==> config.mk <==
export PLATFORM = sky130hd
export DESIGN_NAME = modular_inverse_ext_euclid_core_flat
export DESIGN_NICKNAME = d
export VERILOG_FILES = /design/src/mie_pkg.sv /design/src/mie_req_if.sv /design/src/mie_rsp_if.sv /design/src/mie_step.sv /design/src/modular_inverse_ext_euclid_core.sv /design/src/flat_wrapper.sv
export SDC_FILE = /design/constraint.sdc
export NUM_CORES = 1
export LEC_CHECK = 0
export BUFFER_PORTS_ARGS = -buffer_cell sky130_fd_sc_hd__buf_4
export CAP_MARGIN = 20
export CORE_MARGIN = 4
export CORE_UTILIZATION = 55
export DETAILED_ROUTE_END_ITERATION = 10
export GPL_TIMING_DRIVEN = 1
export PLACE_DENSITY = 0.76
export SLEW_MARGIN = 20
export SYNTH_ARGS = -nofsm -noshare
export SYNTH_HDL_FRONTEND = slang
export SYNTH_SLANG_ARGS = --single-unit
==> constraint.sdc <==
create_clock -name clk -period 10.1 [get_ports clk]
set_input_delay 1.01 -clock clk [delete_from_list [all_inputs] [get_ports clk]]
set_output_delay 1.01 -clock clk [all_outputs]
set_load 0.01 [all_outputs]
==> src/mie_pkg.sv <==
// ----------------------------------------------------------------------------
// mie_pkg
// shared widths, types and state codes of the modular inverse core
// ----------------------------------------------------------------------------
package mie_pkg;

	localparam int W  = 16;          // operand width
	localparam int TW = W + 2;       // signed bezout coefficient, |t| <= 2*modulus
	localparam int CW = $clog2(W);   // alignment shift count

	typedef logic [W-1:0]         word_t;
	typedef logic signed [TW-1:0] coef_t;
	typedef logic [CW-1:0]        cnt_t;

	typedef enum logic [1:0] {
		ST_IDLE,
		ST_ALIGN,
		ST_SUB,
		ST_HOLD
	} state_t;

	typedef struct packed {
		logic load;
		logic shift;
		logic sub;
	} step_ctrl_t;

	typedef struct packed {
		logic can_shift;
		logic last;
	} step_stat_t;

	typedef struct packed {
		word_t rem;
		word_t div;
		coef_t ts;
		coef_t tacc;
	} step_load_t;

endpackage

==> src/mie_req_if.sv <==
// ----------------------------------------------------------------------------
// mie_req_if
// request channel: value and modulus
// ----------------------------------------------------------------------------
interface mie_req_if;
	import mie_pkg::*;

	logic  valid;
	logic  ready;
	word_t value;
	word_t modulus;

	modport source (output valid, value, modulus, input ready);
	modport sink   (input valid, value, modulus, output ready);
endinterface

==> src/mie_rsp_if.sv <==
// ----------------------------------------------------------------------------
// mie_rsp_if
// response channel: inverse and invertible flag
// ----------------------------------------------------------------------------
interface mie_rsp_if;
	import mie_pkg::*;

	logic  valid;
	logic  ready;
	word_t inverse;
	logic  invertible;

	modport source (output valid, inverse, invertible, input ready);
	modport sink   (input valid, inverse, invertible, output ready);
endinterface

==> src/mie_step.sv <==
// ----------------------------------------------------------------------------
// mie_step
// bit-serial shift/subtract divider that also updates the bezout coefficient
// ----------------------------------------------------------------------------
module mie_step (
	input  logic                clk,
	input  mie_pkg::step_ctrl_t ctrl,
	input  mie_pkg::step_load_t ld,
	output mie_pkg::step_stat_t stat,
	output mie_pkg::word_t      rem_nxt,
	output mie_pkg::coef_t      tacc_nxt
);
	import mie_pkg::*;

	word_t rem_q;
	word_t d_q;
	coef_t ts_q;
	coef_t tacc_q;
	cnt_t  cnt_q;
	logic  ge;

	assign ge       = (rem_q >= d_q);
	assign rem_nxt  = ge ? (rem_q - d_q) : rem_q;
	assign tacc_nxt = ge ? (tacc_q - ts_q) : tacc_q;

	// divisor may move up one more place without passing the remainder
	assign stat.can_shift = ({d_q, 1'b0} <= {1'b0, rem_q});
	assign stat.last      = (cnt_q == '0);

	always_ff @(posedge clk) begin
		priority if (ctrl.load) begin
			rem_q  <= ld.rem;
			d_q    <= ld.div;
			ts_q   <= ld.ts;
			tacc_q <= ld.tacc;
			cnt_q  <= '0;
		end else if (ctrl.shift) begin
			d_q   <= {d_q[W-2:0], 1'b0};
			ts_q  <= ts_q <<< 1;
			cnt_q <= cnt_q + 1'b1;
		end else if (ctrl.sub) begin
			rem_q  <= rem_nxt;
			tacc_q <= tacc_nxt;
			d_q    <= d_q >> 1;
			ts_q   <= ts_q >>> 1;
			cnt_q  <= cnt_q - 1'b1;
		end
	end

endmodule

==> src/modular_inverse_ext_euclid_core.sv <==
// ----------------------------------------------------------------------------
// modular_inverse_ext_euclid_core
// modular inverse by the extended euclidean algorithm, one quotient bit a cycle
// ----------------------------------------------------------------------------
//  channel | dir | beat contents                     | handshake
//  --------+-----+-----------------------------------+-------------
//  req     | in  | value, modulus (W bits each)      | valid/ready
//  rsp     | out | inverse (W bits), invertible      | valid/ready
//
//  one request at a time; req.ready is high only while the core is idle
//  each euclid step with a quotient of k+1 bits does divisor alignment,
//  then one restoring subtract per quotient bit; a zero value or modulus
//  skips the iteration and goes straight to registering the result
//  a stalled rsp keeps the finished result; the next request is taken as
//  soon as that result has moved into the output register
//  arst_n clears the sequencer and the output valid, no datapath reset
// ----------------------------------------------------------------------------
module modular_inverse_ext_euclid_core (
	input  logic      clk,
	input  logic      arst_n,
	mie_req_if.sink   req,
	mie_rsp_if.source rsp
);
	import mie_pkg::*;

	state_t     state_q, state_nxt;
	step_ctrl_t ctrl;
	step_load_t ld;
	step_stat_t stat;
	word_t      rem_nxt;
	coef_t      tacc_nxt;

	// euclid pairs: remainder r and its coefficient t with r == t*value mod m
	word_t r0_q, r1_q, m_q;
	coef_t t0_q, t1_q;

	// output register
	logic  ovalid_q;
	word_t inv_q;
	logic  flag_q;

	logic  accept;
	logic  out_load;
	logic  step_done;
	logic  gcd_one;
	coef_t t_pos;

	// ready depends on the state only
	assign req.ready = (state_q == ST_IDLE);

	assign accept    = req.valid && req.ready;
	assign step_done = (state_q == ST_SUB) && stat.last;

	mie_step u_step (
		.clk      (clk),
		.ctrl     (ctrl),
		.ld       (ld),
		.stat     (stat),
		.rem_nxt  (rem_nxt),
		.tacc_nxt (tacc_nxt)
	);

	// next state
	always_comb begin
		state_nxt = state_q;
		unique case (state_q)
			ST_IDLE: begin
				if (req.valid) begin
					// zero value or zero modulus: nothing to iterate
					if (req.value == '0 || req.modulus == '0)
						state_nxt = ST_HOLD;
					else
						state_nxt = ST_ALIGN;
				end
			end
			ST_ALIGN: begin
				if (!stat.can_shift)
					state_nxt = ST_SUB;
			end
			ST_SUB: begin
				if (stat.last)
					state_nxt = (rem_nxt == '0) ? ST_HOLD : ST_ALIGN;
			end
			ST_HOLD: begin
				if (!ovalid_q || rsp.ready)
					state_nxt = ST_IDLE;
			end
			default: state_nxt = ST_IDLE;
		endcase
	end

	// outputs of the sequencer
	always_comb begin
		ctrl.load  = accept || (step_done && rem_nxt != '0);
		ctrl.shift = (state_q == ST_ALIGN) && stat.can_shift;
		ctrl.sub   = (state_q == ST_SUB);
		out_load   = (state_q == ST_HOLD) && (!ovalid_q || rsp.ready);
		if (accept) begin
			ld.rem  = req.modulus;
			ld.div  = req.value;
			ld.ts   = coef_t'(1);
			ld.tacc = '0;
		end else begin
			// next division: old divisor over new remainder
			ld.rem  = r1_q;
			ld.div  = rem_nxt;
			ld.ts   = tacc_nxt;
			ld.tacc = t1_q;
		end
	end

	always_ff @(posedge clk or negedge arst_n) begin
		if (!arst_n) begin
			state_q <= ST_IDLE;
		end else begin
			state_q <= state_nxt;
		end
	end

	// euclid pair registers
	always_ff @(posedge clk) begin
		if (accept) begin
			r0_q <= req.modulus;
			r1_q <= req.value;
			t0_q <= '0;
			t1_q <= coef_t'(1);
			m_q  <= req.modulus;
		end else if (step_done) begin
			r0_q <= r1_q;
			r1_q <= rem_nxt;
			t0_q <= t1_q;
			t1_q <= tacc_nxt;
		end
	end

	// final fixup: bring a negative coefficient into 0..m-1
	assign gcd_one = (r0_q == word_t'(1));
	assign t_pos   = t0_q[TW-1] ? (t0_q + coef_t'({2'b00, m_q})) : t0_q;

	always_ff @(posedge clk or negedge arst_n) begin
		if (!arst_n) begin
			ovalid_q <= 1'b0;
		end else if (out_load) begin
			ovalid_q <= 1'b1;
		end else if (rsp.ready) begin
			ovalid_q <= 1'b0;
		end
	end

	always_ff @(posedge clk) begin
		if (out_load) begin
			flag_q <= gcd_one;
			// modulus of one: everything is invertible, inverse reads zero
			inv_q  <= (gcd_one && m_q != word_t'(1)) ? t_pos[W-1:0] : '0;
		end
	end

	assign rsp.valid      = ovalid_q;
	assign rsp.inverse    = inv_q;
	assign rsp.invertible = flag_q;

	// an accepted request always starts work
	a_accept_leaves_idle: assert property (@(posedge clk) disable iff (!arst_n)
		accept |=> state_q != ST_IDLE)
		else $error("request accepted but core stayed idle");

	// no inverse means the inverse field is zero
	a_zero_when_none: assert property (@(posedge clk) disable iff (!arst_n)
		rsp.valid && !rsp.invertible |-> rsp.inverse == '0)
		else $error("nonzero inverse without invertible flag");

	// a finished result waits in hold while the output is stalled
	a_hold_on_stall: assert property (@(posedge clk) disable iff (!arst_n)
		state_q == ST_HOLD && ovalid_q && !rsp.ready |=> state_q == ST_HOLD)
		else $error("finished result dropped while output stalled");

endmodule

==> src/flat_wrapper.sv <==
// flat-port wrapper written by rule: the top's interface ports become plain ports
module modular_inverse_ext_euclid_core_flat import mie_pkg::*;
  (clk, arst_n, req_valid, req_value, req_modulus, req_ready, rsp_valid, rsp_inverse, rsp_invertible, rsp_ready);
  mie_req_if req_i ();
  mie_rsp_if rsp_i ();
  input  logic clk;
  input  logic arst_n;
  input wire logic [$bits(req_i.valid)-1:0] req_valid;
  input wire logic [$bits(req_i.value)-1:0] req_value;
  input wire logic [$bits(req_i.modulus)-1:0] req_modulus;
  output wire logic [$bits(req_i.ready)-1:0] req_ready;
  output wire logic [$bits(rsp_i.valid)-1:0] rsp_valid;
  output wire logic [$bits(rsp_i.inverse)-1:0] rsp_inverse;
  output wire logic [$bits(rsp_i.invertible)-1:0] rsp_invertible;
  input wire logic [$bits(rsp_i.ready)-1:0] rsp_ready;
  assign req_i.valid = req_valid;
  assign req_i.value = req_value;
  assign req_i.modulus = req_modulus;
  assign req_ready = req_i.ready;
  assign rsp_valid = rsp_i.valid;
  assign rsp_inverse = rsp_i.inverse;
  assign rsp_invertible = rsp_i.invertible;
  assign rsp_i.ready = rsp_ready;
  modular_inverse_ext_euclid_core u_core (.clk(clk), .arst_n(arst_n), .req(req_i), .rsp(rsp_i));
endmodule
== Yosys cells after proc, flatten, opt, wreduce, memory -nomap -nowiden ==
Index checks and enable logic that the tools add are counted.
W data, S select, Z words.
Word-level totals
  register bits after elaboration: 176
  bits of input ports: 36
  output and inout bits: 19
  logic and storage cells: 87
Operators by class
  add/subtract/negate cells: 5
  magnitude comparators: 2
  equal/unequal tests: 10
  multiplexer cells: 31
  reduce and logical (&&, ||, !) cells: 24
Operator list (number)
  $mux W16: 12
  $mux W18: 6
  $mux W68: 1
  $logic_not A16 Y1: 3
  $sub A18 B18 Y18: 1
  $le A17 B16 Y1: 1
  $mux W17: 1
  $add A16 B16 Y16: 1
  $eq A16 B1 Y1 const B: 1
  $ge A16 B16 Y1: 1
  $ne A16 B1 Y1 const B: 1
  $reduce_bool A16 Y1: 1
  $sub A16 B16 Y16: 1
  $mux W2: 6
  $reduce_bool A2 Y1: 5
  $mux W4: 2
  $pmux W2 S4: 1
  $logic_and A1 B1 Y1: 6
  $ne A2 B2 Y1 const B: 3
  $add A4 B1 Y4 const B: 1
  $eq A2 B2 Y1 const B: 2
  $logic_not A4 Y1: 1
  $ne A2 B1 Y1 const B: 2
  $reduce_and A4 Y1: 1
  8 further kinds: 11

== Longest topological paths before layout ==
  depth in word-level cells: 7
  depth in mapped cells: 18
  gate-level depth less buffers: 16

== Cells and area by module ==
Synthesis repeated with hierarchy kept, for this count alone.
Second synthesis, totals
  cells, all modules: 1184
  area total of the unflattened synthesis: 10998.0 um^2
Modules (own cells, without submodules)
  mie_step: times used 1, cells an instance 647, area an instance 5948.2 um^2
  modular_inverse_ext_euclid_core: times used 1, cells an instance 537, area an instance 5049.8 um^2

== Least setup slack after synthesis ==
No wires, ideal clock.
  kind: reg-to-reg
  start: register u_core.u_step.rem_q[0]
  end: register u_core.u_step.d_q[0], enable pin
  library setup time: 0.485 ns
  arrival time: 3.866 ns
  slack: 5.749 ns
  stages on the path, launching flop included: 15
  path buffers: 2
  cells stage by stage: edfxtp_1 -> inv_1 -> ha_1 -> fa_1 -> nand2b_1 -> a211oi_1 -> o21ai_2 -> xnor2_1 -> or4_4 -> o41ai_4 -> a31oi_1 -> buf_2 -> nor2_4 -> buf_4 -> nand2_1
On the way
  longest elaborated chain between the ends: 6
  elaborated cells between the ends (all ways): 9
Ends and longest elaborated chain
  start, declared: RTL line mie_step.sv:15  | word_t rem_q;
  start signal, assigned: RTL line mie_step.sv:32  | rem_q <= ld.rem;
  start signal, assigned: RTL line mie_step.sv:42  | rem_q <= rem_nxt;
  $sub A16 B16 Y16 or $ge A16 B16 Y1 (tied branches): RTL line mie_step.sv:23, mie_step.sv:22
  $mux W16: RTL line mie_step.sv:23  | assign rem_nxt = ge ? (rem_q - d_q) : rem_q;
  $reduce_bool A16 Y1: RTL line modular_inverse_ext_euclid_core.sv:94  | ctrl.load = accept || (step_done && rem_nxt != '0);
  $logic_and A1 B1 Y1: RTL line modular_inverse_ext_euclid_core.sv:94
  $logic_or A1 B1 Y1: RTL line modular_inverse_ext_euclid_core.sv:94
  $reduce_bool A3 Y1 (no line) (*)
  end signal, assigned: RTL line mie_step.sv:33  | d_q <= ld.div;
  end signal, assigned: RTL line mie_step.sv:38  | d_q <= {d_q[W-2:0], 1'b0};
  end signal, assigned: RTL line mie_step.sv:44  | d_q <= d_q >> 1;
  end, declared: RTL line mie_step.sv:16  | word_t d_q;
Mark *: on every way between the ends. The rest lies on a longest branch, timed or not.
A chain may end at the register's enable or synchronous reset.

== Worst setup path in the final report ==
  start: register u_core.u_step.rem_q[0]
  end: register u_core.u_step.d_q[2] (data pin)
On the way
  longest elaborated chain between the ends: 6
  elaborated cells between the ends (all ways): 11
Ends and longest elaborated chain
  $sub A16 B16 Y16 or $ge A16 B16 Y1 (tied branches): RTL line mie_step.sv:23, mie_step.sv:22
  $mux W16: RTL line mie_step.sv:23
  $reduce_bool A16 Y1: RTL line modular_inverse_ext_euclid_core.sv:94
  $logic_and A1 B1 Y1: RTL line modular_inverse_ext_euclid_core.sv:94
  $logic_or A1 B1 Y1: RTL line modular_inverse_ext_euclid_core.sv:94
  $mux W16 (*): RTL line mie_step.sv:31  | priority if (ctrl.load) begin
Marks and branches as above.

==> flow_summary.ini <==
[outcome]
status = complete, no violations

[sta]
max_clock_freq_mhz = 190
fin_skew_ns = 0.00975
tightest_slew_ns = 1.06
period_share_pct = 52.2
setup_viol = 0
fin_crit_ns = 5.27
finalHoldViolations = 0
slew-limit-headroom_pct = 28.6
rsz0062_at_grt = no
finalSetupTns_ns = 0
report.final.slew_viol_count = 0

[logic_synthesis]
post_synth.cell_area_avg_um2 = 9.36
syn_nets = 1230
ys.flop_type = edfxtp_1
yosys.area_share.xor_xnor_pct = 3.00
synth-compound-area-share_pct = 19.1
synth_edf_count = 133
async_reset_ff_share_pct = 1.71
synth_area_um2 = 10500
synth-simple-area-share_pct = 16.7
synth_top_family_by_area = compound AO/OA/AOI/OAI gates
syn_inst = 1125
ys.warnings.count = 0
ys_types = 69
synth.area.mux_share_pct = 1.77
synthAdderAreaFrac_pct = 8.49
synth-seq-area-share_pct = 46.1
ys_ff_latch = 175

[setup_path]
rrSetupSlack_ns = 4.83
cp_max_fo = 67
cp-start-kind = register
crit_buf_inv = 3
cp_slowest_cell = nand2_1
critPathRequiredTime_ns = 10.28
crit_chain = inv_1 -> ha_1 -> fa_1 -> nand2b_1 -> a21oi_1 -> o221ai_1 -> a21oi_1 -> buf_4 -> nand3_1 -> or4_4 -> o41ai_4 -> a31o_2 -> buf_4 -> nand2_1 -> a221o_1
cp.arrival_ns = 5.45
cp.depth = 15
crit_type = reg -> reg
endpoint_kind = register
crit_family = compound AO/OA/AOI/OAI gates
critical-path-max-stage-delay_ns = 0.65
ff2ff_path_depth = 15

[drt]
drtIter0Drc = 796
routed_wl_um = 27100
drc = 0
ant_nets = 0
vias = 8717
via_per_inst = 6.21
first_pass_iters = 5
wire_per_inst_um = 19.3

[layout]
fin_area_um2 = 11700
area_growth_pct = 11.2
drive_gt1_share_pct = 10.4
nNetsFinal = 1261
final_common_cell = nand2_1
final_cell_mix = 137 x nand2_1, 133 x edfxtp_1, 112 x nor2_1
n_antenna_cell = 0

[clock_tree]
cts_tree = yes
cts_root_buf = clkbuf_16
cts.path.max_buffers = 2
clk_latency_ns = 0.44
cts_hold_buf = 0
postCtsSetupBuffers = 0
clk_pin_slew_ns = 0.07
cts_num_sinks = 175
cts_buffers = 17
h-tree-depth = 4
ctsResizeCount = 0

[floorplanning]
start_util_pct = 56.1
die_x_um = 146
die_h_um = 146
die_area_um2 = 21400
io_pins = 55
core_um2 = 18800
fp-row-count = 50

[placed_design]
post-dp-hpwl_um = 19600
portBuffers = 54
gp_congestion = 0.916
placed_cell_area_um2 = 11100

[grt]
antenna_found_initial = 0
grt-ovfl-total = 0
grtUsageTotal_pct = 25.2
grt_max_degree = 68
grt_pass1_wl_um = 43000
grt_pass1_vias = 8239

[min_path]
hp-class = in -> async

[flow_run]
maxCapViolCount = 0
-- per-stage QoR --
| stage | setup slack (ns) | cells | hold WS [ns] | util, % |
|---|---|---|---|---|
| after floorplan | 5.75 | 1125 | 0.427 | - |
| after global placement | 4.98 | 1370 | 0.448 | 59.2 |
| after detailed placement | 4.90 | 1371 | 0.454 | 59.3 |
| after CTS | 4.89 | 1403 | 0.348 | 62.4 |
| after global routing | 4.36 | 1403 | 0.348 | 62.4 |
| final | 4.83 | 1403 | 0.357 | 62.4 |
-- kinds of logic after synthesis --
| family | after synthesis |
|---|---|
| AO/OA/AOI/OAI | 314 |
| XOR/XNOR | 36 |
| adder cells (fa/ha/maj) | 69 |
| buffers and inverters | 128 |
| flip-flops | 175 |
| multiplexers | 18 |
| AND/OR/NAND/NOR | 385 |
-- worst register-to-register path, cell delays in order, from the launching register on --
cell      delay [ns]
edfxtp_1        0.40
inv_1           0.06
ha_1            0.22
fa_1            0.40
nand2b_1        0.19
a21oi_1         0.22
o221ai_1        0.20
a21oi_1         0.18
buf_4           0.28
nand3_1         0.11
or4_4           0.44
o41ai_4         0.36
a31o_2          0.21
buf_4           0.52
nand2_1         0.69
a221o_1         0.54
-- final timing paths --
kind | start | endpoint
worst min register to register | u_core.t1_q[0]$_SDFFE_PP1P_ | u_core.t0_q[0]$_SDFFE_PP0P_
worst max register to register | u_core.u_step.rem_q[0]$_DFFE_PP_ | u_core.u_step.d_q[2]$_DFFE_PP_
worst min-delay path | arst_n | u_core.state_q[0]$_DFFE_PN0P_
max in group asynchronous | arst_n | u_core.state_q[1]$_DFFE_PN0P_
worst max-delay path | u_core.u_step.rem_q[0]$_DFFE_PP_ | u_core.u_step.d_q[2]$_DFFE_PP_
min in group clk | u_core.t1_q[0]$_SDFFE_PP1P_ | u_core.t0_q[0]$_SDFFE_PP0P_
-- cell usage after synthesis, types with 7 or more instances --
cell,number,share of area [%]
a211oi_1,7,0.50
a21o_1,24,1.7
a21oi_1,102,4.9
a221o_1,14,1.3
a31oi_1,19,1.1
buf_2,11,0.52
clkbuf_1,37,1.3
dfxtp_1,39,7.4
edfxtp_1,133,38
ha_1,65,7.7
inv_1,70,2.5
mux2i_1,13,1.2
nand2_1,138,4.9
nand2b_1,16,0.95
nand3_1,31,1.5
nand4_1,12,0.71
nor2_1,113,4.0
nor2b_1,12,0.71
nor3_1,17,0.81
nor4_1,19,1.1
o21a_1,18,1.3
o21ai_0,68,3.2
o31ai_1,9,0.64
xnor2_1,22,1.8
xor2_1,14,1.2
-- layer usage --
metal / wire, µm / vias to the layer above / global-route usage, %
met1: 11900 / 4109 / 34.9
li1: - / 4181 / -
met4: 941 / 0 / 10.3
met2: 12300 / 366 / 39.5
met5: 0 / - / 0
met3: 1970 / 61 / 4.19
-- sequential cells by signal, indices dropped and copies added, names as in the netlist, 4 cells and up --
register              cells
u_core.u_step.rem_q      16
u_core.r0_q              16
u_core.t0_q              17
u_core.u_step.cnt_q       4
u_core.u_step.d_q        16
u_core.r1_q              16
u_core.u_step.ts_q       18
u_core.t1_q              18
u_core.m_q               16
u_core.u_step.tacc_q     18
u_core.rsp.inverse       16
-- area by class of cell --
| type | instances | area, µm² |
|---|---|---|
| Inverter | 71 | 267 |
| Fill cell | 1570 | 7060 |
| Sequential cell | 175 | 4850 |
| Clock buffer | 17 | 425 |
| Multi-Input combinational cell | 822 | 5180 |
| Clock inverter | 15 | 149 |
| Tap cell | 234 | 293 |
| Timing Repair Buffer | 69 | 538 |
Power is not shown: default switching activity piles up to over one toggle a cycle in this logic, so the estimate is an artifact.
